## src/hdl/smmr_pkg.sv

```systemverilog
// Package for the streaming minimum, maximum and RMS block.
// Holds the per-run statistics record, the back-end state codes and queue sizing.
// No dependencies.
`default_nettype none

package smmr_pkg;

   localparam int SAMPLE_W    = 16;
   localparam int INDEX_W     = 10;
   localparam int ROOT_W      = 16;
   localparam int QUOT_W      = 32;
   localparam int ROOT_REM_W  = 18;
   localparam int SQUARE_W    = 31;
   localparam int QUEUE_DEPTH = 2;
   localparam int FILL_W      = 2;

   // Statistics of one finished run, apart from the sum and the count.
   typedef struct packed {
      logic signed [SAMPLE_W-1:0] min_value;
      logic signed [SAMPLE_W-1:0] max_value;
      logic        [INDEX_W-1:0]  min_index;
      logic        [INDEX_W-1:0]  max_index;
   } stats_type;

   localparam int STATS_W = $bits(stats_type);

   // Back-end sequencer states, one-hot.
   typedef enum logic [3:0] {
      ST_IDLE = 4'b0001,
      ST_DIV  = 4'b0010,
      ST_ROOT = 4'b0100,
      ST_DONE = 4'b1000
   } back_state_type;

endpackage

`default_nettype wire

```

## src/hdl/smmr_front.sv

```systemverilog
// Front end: accepts samples, tracks running minimum and maximum with positions,
// squares each sample and accumulates the sum of squares. Uses smmr_pkg.
`default_nettype none

module smmr_front #(
   parameter int MAX_RUN = 1024,
   parameter int CNT_W   = 11,
   parameter int SUM_W   = 41
) (
   input  wire                                  clock,
   input  wire                                  reset,
   input  wire                                  accept,
   input  wire logic signed [smmr_pkg::SAMPLE_W-1:0] sample,
   input  wire                                  last,
   output logic                                 push,
   output smmr_pkg::stats_type                  push_stats,
   output logic [CNT_W-1:0]                     push_count,
   output logic [SUM_W-1:0]                     push_sum,
   output logic                                 pending
);

   logic [CNT_W-1:0]                      count_ff, count_in;
   logic signed [smmr_pkg::SAMPLE_W-1:0]  min_ff, min_in, max_ff, max_in;
   logic [smmr_pkg::INDEX_W-1:0]          min_pos_ff, min_pos_in, max_pos_ff, max_pos_in;
   logic [SUM_W-1:0]                      sum_ff, sum_in;
   logic                                  valid_ff, counted_ff, last_ff;
   logic [smmr_pkg::SQUARE_W-1:0]         square_ff;
   smmr_pkg::stats_type                   snap_stats_ff;
   logic [CNT_W-1:0]                      snap_count_ff;

   logic                                  counted;
   logic [CNT_W-1:0]                      count_inc;
   logic [smmr_pkg::INDEX_W-1:0]          pos;
   logic [CNT_W+smmr_pkg::INDEX_W-1:0]    pos_wide;
   logic signed [2*smmr_pkg::SAMPLE_W-1:0] product;
   logic [SUM_W-1:0]                      sum_added;

   always_comb begin
      counted   = count_ff < CNT_W'(MAX_RUN);
      count_inc = count_ff + CNT_W'(1);
      pos_wide  = {{smmr_pkg::INDEX_W{1'b0}}, count_ff};
      pos       = pos_wide[smmr_pkg::INDEX_W-1:0];
      product   = sample * sample;

      min_in     = min_ff;
      max_in     = max_ff;
      min_pos_in = min_pos_ff;
      max_pos_in = max_pos_ff;
      count_in   = count_ff;
      if (accept && counted) begin
         if (count_ff == '0) begin
            min_in     = sample;
            max_in     = sample;
            min_pos_in = '0;
            max_pos_in = '0;
         end else if (sample > max_ff) begin
            max_in     = sample;
            max_pos_in = pos;
         end else if (sample < min_ff) begin
            min_in     = sample;
            min_pos_in = pos;
         end
         count_in = count_inc;
      end
      if (accept && last) begin
         count_in = '0;
      end

      // Second stage: add the registered square into the running sum.
      sum_added = counted_ff ? sum_ff + SUM_W'(square_ff) : sum_ff;
      sum_in    = sum_ff;
      if (valid_ff) begin
         sum_in = last_ff ? '0 : sum_added;
      end

      push       = valid_ff && last_ff;
      push_stats = snap_stats_ff;
      push_count = snap_count_ff;
      push_sum   = sum_added;
      pending    = push;
   end

   always_ff @(posedge clock) begin
      if (reset) begin
         count_ff   <= '0;
         min_ff     <= '0;
         max_ff     <= '0;
         min_pos_ff <= '0;
         max_pos_ff <= '0;
         sum_ff     <= '0;
         valid_ff   <= 1'b0;
      end else begin
         count_ff   <= count_in;
         min_ff     <= min_in;
         max_ff     <= max_in;
         min_pos_ff <= min_pos_in;
         max_pos_ff <= max_pos_in;
         sum_ff     <= sum_in;
         valid_ff   <= accept;
      end
   end

   always_ff @(posedge clock) begin
      counted_ff <= counted;
      last_ff    <= last;
      square_ff  <= product[smmr_pkg::SQUARE_W-1:0];
      if (accept && last) begin
         snap_stats_ff.min_value <= min_in;
         snap_stats_ff.max_value <= max_in;
         snap_stats_ff.min_index <= min_pos_in;
         snap_stats_ff.max_index <= max_pos_in;
         snap_count_ff           <= counted ? count_inc : count_ff;
      end
   end

endmodule

`default_nettype wire

```

## src/hdl/smmr_queue.sv

```systemverilog
// Short register queue of finished run records between front and back end.
// Uses smmr_pkg for its depth and fill-count width.
`default_nettype none

module smmr_queue #(
   parameter int WIDTH = 116
) (
   input  wire              clock,
   input  wire              reset,
   input  wire              push,
   input  wire [WIDTH-1:0]  push_data,
   input  wire              pop,
   output logic [WIDTH-1:0] pop_data,
   output logic             empty,
   output logic             full,
   output logic             almost_full
);

   logic [WIDTH-1:0]              entry_ff [smmr_pkg::QUEUE_DEPTH];
   logic [smmr_pkg::FILL_W-1:0]   fill_ff, fill_in;
   logic                          wr_ptr_ff, wr_ptr_in, rd_ptr_ff, rd_ptr_in;

   always_comb begin
      empty       = fill_ff == '0;
      full        = fill_ff == smmr_pkg::FILL_W'(smmr_pkg::QUEUE_DEPTH);
      almost_full = fill_ff >= smmr_pkg::FILL_W'(smmr_pkg::QUEUE_DEPTH - 1);
      pop_data    = entry_ff[rd_ptr_ff];
      wr_ptr_in   = push ? ~wr_ptr_ff : wr_ptr_ff;
      rd_ptr_in   = pop  ? ~rd_ptr_ff : rd_ptr_ff;
      fill_in     = fill_ff;
      if (push && !pop) begin
         fill_in = fill_ff + smmr_pkg::FILL_W'(1);
      end else if (pop && !push) begin
         fill_in = fill_ff - smmr_pkg::FILL_W'(1);
      end
   end

   always_ff @(posedge clock) begin
      if (reset) begin
         fill_ff   <= '0;
         wr_ptr_ff <= 1'b0;
         rd_ptr_ff <= 1'b0;
      end else begin
         fill_ff   <= fill_in;
         wr_ptr_ff <= wr_ptr_in;
         rd_ptr_ff <= rd_ptr_in;
      end
   end

   always_ff @(posedge clock) begin
      if (push) begin
         entry_ff[wr_ptr_ff] <= push_data;
      end
   end

endmodule

`default_nettype wire

```

## src/hdl/smmr_back.sv

```systemverilog
// Back end: takes one run record, divides the sum of squares by the count one
// bit per cycle, takes the integer square root two bits per cycle, and holds
// the result in an output register. Uses smmr_pkg.
`default_nettype none

module smmr_back #(
   parameter int CNT_W = 11,
   parameter int SUM_W = 41
) (
   input  wire                                   clock,
   input  wire                                   reset,
   input  wire                                   rec_valid,
   input  wire smmr_pkg::stats_type              rec_stats,
   input  wire [CNT_W-1:0]                       rec_count,
   input  wire [SUM_W-1:0]                       rec_sum,
   output logic                                  rec_pop,
   output logic                                  rsp_valid,
   input  wire                                   rsp_ready,
   output logic signed [smmr_pkg::SAMPLE_W-1:0]  rsp_min_value,
   output logic signed [smmr_pkg::SAMPLE_W-1:0]  rsp_max_value,
   output logic [smmr_pkg::INDEX_W-1:0]          rsp_min_index,
   output logic [smmr_pkg::INDEX_W-1:0]          rsp_max_index,
   output logic [smmr_pkg::ROOT_W-1:0]           rsp_rms_value
);

   localparam int STEP_W = $clog2(SUM_W);

   smmr_pkg::back_state_type          state_ff, state_in;
   smmr_pkg::stats_type               stats_ff;
   logic [CNT_W-1:0]                  divisor_ff;
   logic [SUM_W-1:0]                  dividend_ff, dividend_in;
   logic [CNT_W-1:0]                  rem_ff, rem_in;
   logic [STEP_W-1:0]                 step_ff, step_in;
   logic [smmr_pkg::QUOT_W-1:0]       val_ff, val_in;
   logic [smmr_pkg::ROOT_REM_W-1:0]   srem_ff, srem_in;
   logic [smmr_pkg::ROOT_W-1:0]       root_ff, root_in;
   logic                              rsp_valid_ff, rsp_valid_in;
   smmr_pkg::stats_type               out_stats_ff;
   logic [smmr_pkg::ROOT_W-1:0]       out_rms_ff;

   logic [CNT_W:0]                    rem_shift, rem_diff;
   logic                              qbit;
   logic [SUM_W-1:0]                  dividend_next;
   logic [SUM_W+smmr_pkg::QUOT_W-1:0] quot_wide;
   logic [smmr_pkg::ROOT_REM_W-1:0]   srem_shift, trial;
   logic                              load_out;

   always_comb begin
      // Restoring division step.
      rem_shift     = {rem_ff, dividend_ff[SUM_W-1]};
      rem_diff      = rem_shift - {1'b0, divisor_ff};
      qbit          = rem_shift >= {1'b0, divisor_ff};
      dividend_next = {dividend_ff[SUM_W-2:0], qbit};
      quot_wide     = {{smmr_pkg::QUOT_W{1'b0}}, dividend_next};

      // Digit-by-digit square root step.
      srem_shift = {srem_ff[smmr_pkg::ROOT_REM_W-3:0],
                    val_ff[smmr_pkg::QUOT_W-1 -: 2]};
      trial      = {root_ff, 2'b01};

      state_in     = state_ff;
      dividend_in  = dividend_ff;
      rem_in       = rem_ff;
      step_in      = step_ff;
      val_in       = val_ff;
      srem_in      = srem_ff;
      root_in      = root_ff;
      rec_pop      = 1'b0;
      load_out     = 1'b0;
      rsp_valid_in = rsp_valid_ff && !rsp_ready;

      case (state_ff)
         smmr_pkg::ST_IDLE: begin
            if (rec_valid) begin
               rec_pop     = 1'b1;
               dividend_in = rec_sum;
               rem_in      = '0;
               step_in     = STEP_W'(SUM_W - 1);
               state_in    = smmr_pkg::ST_DIV;
            end
         end
         smmr_pkg::ST_DIV: begin
            dividend_in = dividend_next;
            rem_in      = qbit ? rem_diff[CNT_W-1:0] : rem_shift[CNT_W-1:0];
            step_in     = step_ff - STEP_W'(1);
            if (step_ff == '0) begin
               val_in   = quot_wide[smmr_pkg::QUOT_W-1:0];
               srem_in  = '0;
               root_in  = '0;
               step_in  = STEP_W'(smmr_pkg::ROOT_W - 1);
               state_in = smmr_pkg::ST_ROOT;
            end
         end
         smmr_pkg::ST_ROOT: begin
            val_in  = {val_ff[smmr_pkg::QUOT_W-3:0], 2'b00};
            step_in = step_ff - STEP_W'(1);
            if (srem_shift >= trial) begin
               srem_in = srem_shift - trial;
               root_in = {root_ff[smmr_pkg::ROOT_W-2:0], 1'b1};
            end else begin
               srem_in = srem_shift;
               root_in = {root_ff[smmr_pkg::ROOT_W-2:0], 1'b0};
            end
            if (step_ff == '0) begin
               state_in = smmr_pkg::ST_DONE;
            end
         end
         smmr_pkg::ST_DONE: begin
            if (!rsp_valid_ff || rsp_ready) begin
               load_out     = 1'b1;
               rsp_valid_in = 1'b1;
               state_in     = smmr_pkg::ST_IDLE;
            end
         end
         default: begin
            state_in = smmr_pkg::ST_IDLE;
         end
      endcase

      rsp_valid     = rsp_valid_ff;
      rsp_min_value = out_stats_ff.min_value;
      rsp_max_value = out_stats_ff.max_value;
      rsp_min_index = out_stats_ff.min_index;
      rsp_max_index = out_stats_ff.max_index;
      rsp_rms_value = out_rms_ff;
   end

   always_ff @(posedge clock) begin
      if (reset) begin
         state_ff     <= smmr_pkg::ST_IDLE;
         rsp_valid_ff <= 1'b0;
      end else begin
         state_ff     <= state_in;
         rsp_valid_ff <= rsp_valid_in;
      end
   end

   always_ff @(posedge clock) begin
      dividend_ff <= dividend_in;
      rem_ff      <= rem_in;
      step_ff     <= step_in;
      val_ff      <= val_in;
      srem_ff     <= srem_in;
      root_ff     <= root_in;
      if (rec_pop) begin
         stats_ff   <= rec_stats;
         divisor_ff <= rec_count;
      end
      if (load_out) begin
         out_stats_ff <= stats_ff;
         out_rms_ff   <= root_ff;
      end
   end

endmodule

`default_nettype wire

```

## src/hdl/stream_min_max_rms.sv

```systemverilog
// Top level of the streaming minimum, maximum and RMS block.
// Instantiates smmr_front, smmr_queue and smmr_back; uses smmr_pkg.
//
// Usage. Samples arrive on the req_ channel, one transfer per sample, with
// req_last marking the final sample of a run. Each run yields exactly one
// transfer on the rsp_ channel: the minimum and maximum, the positions at which
// each was first set, and the floor integer square root of the floor mean of
// the squared samples. Samples past MAX_RUN in one run are ignored, though a
// last flag on such a sample still closes the run.
// Throughput: the front end takes one sample every cycle while req_ready is
// high. Each finished run is handed through a two-entry queue to the back end,
// whose shared divider and root unit work on one run at a time. Runs shorter
// than the back end's time on one run fill the queue, and req_ready then drops
// until the back end frees an entry. The last sample of a run passes through
// the front end's registers and the queue, then the back end's division, root
// and done states, before rsp_valid rises.
// Reset clears all running state and empties the queue; no result is pending
// afterwards. When the receiver stalls, the result waits in the output
// register, the back end holds its next result, and the front end keeps
// accepting samples until the queue is full.
`default_nettype none

module stream_min_max_rms #(
   parameter int MAX_RUN = 1024
) (
   input  wire                                  clock,
   input  wire                                  reset,
   input  wire                                  req_valid,
   output logic                                 req_ready,
   input  wire logic signed [smmr_pkg::SAMPLE_W-1:0] req_sample,
   input  wire                                  req_last,
   output logic                                 rsp_valid,
   input  wire                                  rsp_ready,
   output logic signed [smmr_pkg::SAMPLE_W-1:0] rsp_min_value,
   output logic signed [smmr_pkg::SAMPLE_W-1:0] rsp_max_value,
   output logic [smmr_pkg::INDEX_W-1:0]         rsp_min_index,
   output logic [smmr_pkg::INDEX_W-1:0]         rsp_max_index,
   output logic [smmr_pkg::ROOT_W-1:0]          rsp_rms_value
);

   // The count must hold MAX_RUN itself; the sum holds MAX_RUN squares of 2**30.
   localparam int CNT_W   = $clog2(MAX_RUN + 1);
   localparam int SUM_W   = smmr_pkg::SQUARE_W - 1 + CNT_W;
   localparam int ENTRY_W = smmr_pkg::STATS_W + CNT_W + SUM_W;

   logic                 accept;
   logic                 push, pending, pop;
   smmr_pkg::stats_type  push_stats, pop_stats;
   logic [CNT_W-1:0]     push_count, pop_count;
   logic [SUM_W-1:0]     push_sum, pop_sum;
   logic [ENTRY_W-1:0]   push_data, pop_data;
   logic                 empty, full, almost_full;

   // A run closed in the front end is pushed into the queue in the cycle after its
   // last transfer, so its entry is reserved before another sample is taken.
   always_comb begin
      req_ready = !full && !(almost_full && pending);
      accept    = req_valid && req_ready;
      push_data = {push_stats, push_count, push_sum};
      {pop_stats, pop_count, pop_sum} = pop_data;
   end

   smmr_front #(
      .MAX_RUN (MAX_RUN),
      .CNT_W   (CNT_W),
      .SUM_W   (SUM_W)
   ) u_front (
      .clock      (clock),
      .reset      (reset),
      .accept     (accept),
      .sample     (req_sample),
      .last       (req_last),
      .push       (push),
      .push_stats (push_stats),
      .push_count (push_count),
      .push_sum   (push_sum),
      .pending    (pending)
   );

   smmr_queue #(
      .WIDTH (ENTRY_W)
   ) u_queue (
      .clock       (clock),
      .reset       (reset),
      .push        (push),
      .push_data   (push_data),
      .pop         (pop),
      .pop_data    (pop_data),
      .empty       (empty),
      .full        (full),
      .almost_full (almost_full)
   );

   smmr_back #(
      .CNT_W (CNT_W),
      .SUM_W (SUM_W)
   ) u_back (
      .clock         (clock),
      .reset         (reset),
      .rec_valid     (!empty),
      .rec_stats     (pop_stats),
      .rec_count     (pop_count),
      .rec_sum       (pop_sum),
      .rec_pop       (pop),
      .rsp_valid     (rsp_valid),
      .rsp_ready     (rsp_ready),
      .rsp_min_value (rsp_min_value),
      .rsp_max_value (rsp_max_value),
      .rsp_min_index (rsp_min_index),
      .rsp_max_index (rsp_max_index),
      .rsp_rms_value (rsp_rms_value)
   );

endmodule

`default_nettype wire
```

## config.mk

```make
export PLATFORM = sky130hd
export DESIGN_NAME = stream_min_max_rms
export DESIGN_NICKNAME = d
export VERILOG_FILES = /design/src/hdl/smmr_pkg.sv /design/src/hdl/smmr_front.sv /design/src/hdl/smmr_queue.sv /design/src/hdl/smmr_back.sv /design/src/hdl/stream_min_max_rms.sv
export SDC_FILE = /design/constraint.sdc
export NUM_CORES = 2
export LEC_CHECK = 0
export BUFFER_PORTS_ARGS = -buffer_cell sky130_fd_sc_hd__buf_2
export CORE_UTILIZATION = 43
export CTS_CLUSTER_SIZE = 28
export DETAILED_ROUTE_END_ITERATION = 6
export PLACE_DENSITY = 0.66
export SLEW_MARGIN = 0
export SYNTH_ARGS = -nofsm -noshare
export SYNTH_HDL_FRONTEND = slang
export SYNTH_SLANG_ARGS = --single-unit
```

## constraint.sdc

```tcl
create_clock -name clock -period 6.33 [get_ports clock]
set_clock_uncertainty 0.15 [all_clocks]
set_input_delay 0.633 -clock clock [delete_from_list [all_inputs] [get_ports clock]]
set_output_delay 0.633 -clock clock [all_outputs]
set_load 0.01 [all_outputs]
```

==> results.md <==
- The run finished with clean final reports.
- The kind of cell with the highest combined delay along the critical path is adder cells.
- The number of instances in the placed design is 4428.
- Counting both buffers and inverters, the worst setup path holds a total of 7.
- Of the synthesized area, sequential elements account for between 50% and 60%.
- The clock root buffer is sky130_fd_sc_hd__clkbuf_16.
- The worst flop-to-flop path startpoint is u_front.max_ff[1].
- The compound-gate portion of the synthesized area is approximately 8.2%.
- The final layout contains around 3.8k nets.
- The synthesized-area fraction occupied by adder cells is 18.6%.
- The min-delay analysis places its worst path in the category in -> reg.
- The number of failing hold endpoints at the final stage is 0.
- In this run the worst setup path terminates at u_front.square_ff[29].
- The static leakage is around 18 nW.
- Of all nets on the critical path, the largest fanout is 4.
- The leading area contributor after synthesis is sky130_fd_sc_hd__edfxtp_1.
- The period utilization is a little over nine tenths.
- The congestion estimate from routability-driven global placement came to just under 0.9.
- The H-tree generated during clock tree synthesis spans 3 levels.
- The power density relative to cell area is 550 nW/µm².
- For this block, the via count after detailed routing is approximately 23k.
- The signal on the critical path passes through buf_2, clkinv_1, buf_4, nor2_1, xnor2_1, ha_1, inv_1, fa_1, fa_1, inv_1, fa_1, fa_1, inv_1, fa_1, inv_1, ha_1, a21o_1, a211oi_2, o2111ai_1, a311oi_2, o21ai_1, a311oi_1, o21bai_1, xor2_1.
- Setup repair after global routing left no endpoint under its margin.
- TritonCTS built the clock tree.
- The post-route netlist has approximately 15% of its cells at a drive strength greater than 1.
- The startpoint-to-endpoint class of the critical path is in -> reg.
- The number of routed nets with antenna violations is 0.
- The worst slew margin relative to its limit is about a quarter.
- For the worst setup path, the data required time is around 6.7 ns.
- In this run the critical register-to-register path is captured at u_front.min_pos_ff[4].
- The deepest clock path buffer count is 3.
- After global routing the overflow that remains totals 0.
- After the first detailed-routing iteration, the DRC count stood at between 1k and 1.5k.
- For this run, asynchronously set or reset flops after synthesis account for 0%.
- The top flip-flop cell by instance count after synthesis is sky130_fd_sc_hd__edfxtp_1.
- The clock transition at the registers of the reported paths is 0.06 ns.
- The clock reaches the later pin of the worst-skew pair after 0.62 ns.
- The clock net in this run drives a total of 671 sinks.
- The first global-routing pass estimated between 100000 and 150000 µm of wire.
- The post-synth design cell area is ~37000 µm².
- The number of nets in the synthesized netlist is 3599.
- The total wire length is 74300 µm.
- The number of distinct library cell variants in the gate-level netlist after synthesis is 80.
- TritonCTS created a little over 70 clock buffers.
- The average detailed-routed wire length per instance is ~16 µm.
- The full die area is between 80000 and 90000 µm².
- The combinational family with the most area after synthesis is adder cells.
- The startpoint kind of the worst setup timing path is a primary input.
- The maximum achievable frequency is between 150 and 200 MHz.
- The initial core utilization is between 40 and 50%.
- The maximum vdd drop is around 650 µV.
- The flop-to-flop setup slack is approximately 2.2 ns.
- The final critical path time including I/O delays and setup is 5.99 ns.
- The non-filler instance count after layout is 4560.
- The sum of negative setup slack is 0 ns.
- The area growth from synthesis to final layout is 13.6%.
- The detailed placement HPWL is approximately 52000 µm.
- The cell count after synthesis came out at around 3.2k.
- The arrival time of data at the critical path endpoint is roughly 6.3 ns.
- The boundary pin count is ~90.
- The total area inside the core boundary comes to roughly 85000 µm².
- The xor/xnor cell area share of the yosys netlist is 2.80%.
- In the synthesized netlist, mux cells make up roughly 4.9% of the area.
- Global routing consumed, over all layers together, 17.0% of the routing resources.
- The number of max-slew violations in the final report came to 0.
- In this run the number of cells on the critical path is 24.
- The maximum number of pins on one net before global-route repair is 86.
- In the routed design, unresolved DRC markers number 0.
- The via count of the first global-routing pass is 22.9k.
- STA classifies the critical path endpoint as a flop.
- The number of search-and-repair iterations in the first detailed-routing pass is 5.
- The cell count of the worst reg-to-reg path is 11.
- The number of setup buffers added after CTS is 0.
- In this run the horizontal extent of the chip is about 300 µm.
- In the routed layout, each cell is associated on average with a via count of between 5 and 6.
- The per-instance average area after synthesis is between 10 and 15 µm².
- The master of the slowest instance on the critical path is sky130_fd_sc_hd__fa_1.
- The yosys synthesis warning count is 0.
- The post-synthesis simple-gate area fraction is a little under a tenth.
- The most common cell in the synthesized netlist is sky130_fd_sc_hd__edfxtp_1.
- The number of antenna violations at the first check in global routing was 1.
- The most prevalent standard cell on the critical path is sky130_fd_sc_hd__fa_1.
- The share of the synthesized area in the top cell type is between 40% and 50%.
- The overall die height is between 200 and 300 µm.
- Yosys mapped a number of flops with a built-in enable equal to around 520.
- The start point of the critical path is req_sample[2].
- Port buffering added 90 buffers.
- The max-capacitance violation count is 0.
- After floorplanning, the core was divided into 107 placement rows.
- After synthesis, the most frequently instantiated cells are sky130_fd_sc_hd__edfxtp_1, sky130_fd_sc_hd__inv_1, sky130_fd_sc_hd__nand2_1.
- The number of endpoints failing setup at the final stage is 0.
- 0 antenna diodes ended up in the layout.
- For the pin with the worst max-slew slack, the measured transition is ~1.1 ns.
- Counting flops and latches in the post-synthesis netlist gives 671.
- The worst stage delay on the critical path is 0.55 ns.
- After synthesis, the cell types taking the most area are sky130_fd_sc_hd__edfxtp_1, sky130_fd_sc_hd__fa_1, sky130_fd_sc_hd__dfxtp_1.
==> final cells by class <==
class / instances / area, µm²
clock buffers: 99 / 2000
well taps: 1144 / 1430
fillers: 7640 / 43100
inverters: 426 / 1600
clock inverters: 33 / 417
multi-input cells: 1931 / 16500
flip-flops and latches: 671 / 18700
repair buffers: 256 / 1710
==> repair_timing <==
| item | CTS | global route |
|---|---|---|
| hold buffers | 0 | 0 |
| endpoints found under the setup margin | 0 | 1 |
| gates resized for setup | 0 | 1 |
==> sequential cells by signal, indices dropped and copies added (netlist names), 4 cells and up, named ones only <==
| register | count |
|---|---|
| u_back.rsp_min_index | 10 |
| u_back.state_ff | 4 |
| u_back.srem_ff | 16 |
| u_front.max_pos_ff | 10 |
| u_back.rsp_min_value | 16 |
| u_front.square_ff | 30 |
| u_back.stats_ff | 52 |
| u_front.push_stats | 52 |
| u_front.sum_ff | 41 |
| u_back.rsp_rms_value | 16 |
| u_back.root_ff | 16 |
| u_queue.entry_ff | 208 |
| u_front.push_count | 11 |
| u_back.dividend_ff | 41 |
| u_front.count_ff | 11 |
| u_back.rem_ff | 11 |
| u_front.min_pos_ff | 10 |
| u_front.max_ff | 16 |
| u_back.rsp_max_value | 16 |
| u_back.rsp_max_index | 10 |
| u_back.step_ff | 6 |
| u_back.divisor_ff | 11 |
| u_front.min_ff | 16 |
| u_back.val_ff | 32 |
==> report_power, final <==
group | internal (mW) | leakage, nW | switching [mW]
Combinational | 6.06 | 10.5 | 6.71
Clock | 2.52 | 1.16 | 1.77
Sequential | 5.88 | 5.92 | 0.314
Total | 14.5 | 17.6 | 8.80
==> stage by stage <==
stage	hold WS, ns	util (%)	power, mW	cell area (µm²)	worst slack [ns]
5_1_grt	0.00930	49.5	25.4	42300	0.00855
6_report	0.0429	49.5	23.3	42300	0.337
4_1_cts	0.0114	49.5	23.5	42300	0.287
2_1_floorplan	0.250	-	15.1	37300	0.0278
3_5_place_dp	0.255	46.7	19.1	39900	-0.346
3_3_place_gp	0.251	46.7	19.0	39900	-0.289
==> cells in the final DEF, fill, tap and decap left out, types with 8 or more instances in the layout <==
master / instances
sky130_fd_sc_hd__a21o_1: 59
sky130_fd_sc_hd__a21oi_1: 111
sky130_fd_sc_hd__a22o_1: 30
sky130_fd_sc_hd__a31oi_1: 37
sky130_fd_sc_hd__and2_1: 49
sky130_fd_sc_hd__and3_1: 31
sky130_fd_sc_hd__buf_2: 90
sky130_fd_sc_hd__buf_4: 165
sky130_fd_sc_hd__clkbuf_1: 21
sky130_fd_sc_hd__clkbuf_16: 75
sky130_fd_sc_hd__clkinv_1: 12
sky130_fd_sc_hd__dfxtp_1: 145
sky130_fd_sc_hd__edfxtp_1: 524
sky130_fd_sc_hd__fa_1: 232
sky130_fd_sc_hd__ha_1: 180
sky130_fd_sc_hd__inv_1: 418
sky130_fd_sc_hd__mux2_2: 99
sky130_fd_sc_hd__mux2i_1: 71
sky130_fd_sc_hd__nand2_1: 290
sky130_fd_sc_hd__nand2b_1: 13
sky130_fd_sc_hd__nand3_1: 54
sky130_fd_sc_hd__nand4_1: 47
sky130_fd_sc_hd__nor2_1: 180
sky130_fd_sc_hd__nor2b_1: 32
sky130_fd_sc_hd__nor3_1: 30
sky130_fd_sc_hd__o211ai_1: 33
sky130_fd_sc_hd__o21a_1: 12
sky130_fd_sc_hd__o21ai_0: 77
sky130_fd_sc_hd__o21ai_1: 8
sky130_fd_sc_hd__o21bai_1: 9
sky130_fd_sc_hd__or3_1: 8
sky130_fd_sc_hd__xnor2_1: 83
sky130_fd_sc_hd__xor2_1: 36
==> layer usage <==
| layer | up-vias | routed length (µm) | global-route usage, % |
|---|---|---|---|
| met5 | - | 12 | 0 |
| met4 | 2 | 1590 | 4.51 |
| met3 | 112 | 3650 | 3.02 |
| met2 | 440 | 34700 | 27.1 |
| met1 | 11400 | 34300 | 23.9 |
| li1 | 11300 | - | - |
==> worst min-delay path by stage <==
stage,from,to,slack [ns],cells after the start
6_report,req_last,u_front.last_ff,0.04,1
5_1_grt,req_last,u_front.last_ff,0.009,1
4_1_cts,req_last,u_front.last_ff,0.01,1
3_5_place_dp,u_back.stats_ff[26],u_back.rsp_max_value[6],0.25,0
3_3_place_gp,u_back.stats_ff[45],u_back.rsp_min_value[9],0.25,0
2_1_floorplan,u_back.stats_ff[0],u_back.rsp_max_index[0],0.25,0
==> kinds of logic after synthesis <==
group,Yosys count
AO/OA/AOI/OAI,457
XOR/XNOR,119
adder cells (fa/ha/maj),413
buffers and inverters,563
flip-flops,671
multiplexers,171
AND/OR/NAND/NOR,771
Note: power is estimated with default switching activity, not from simulation.
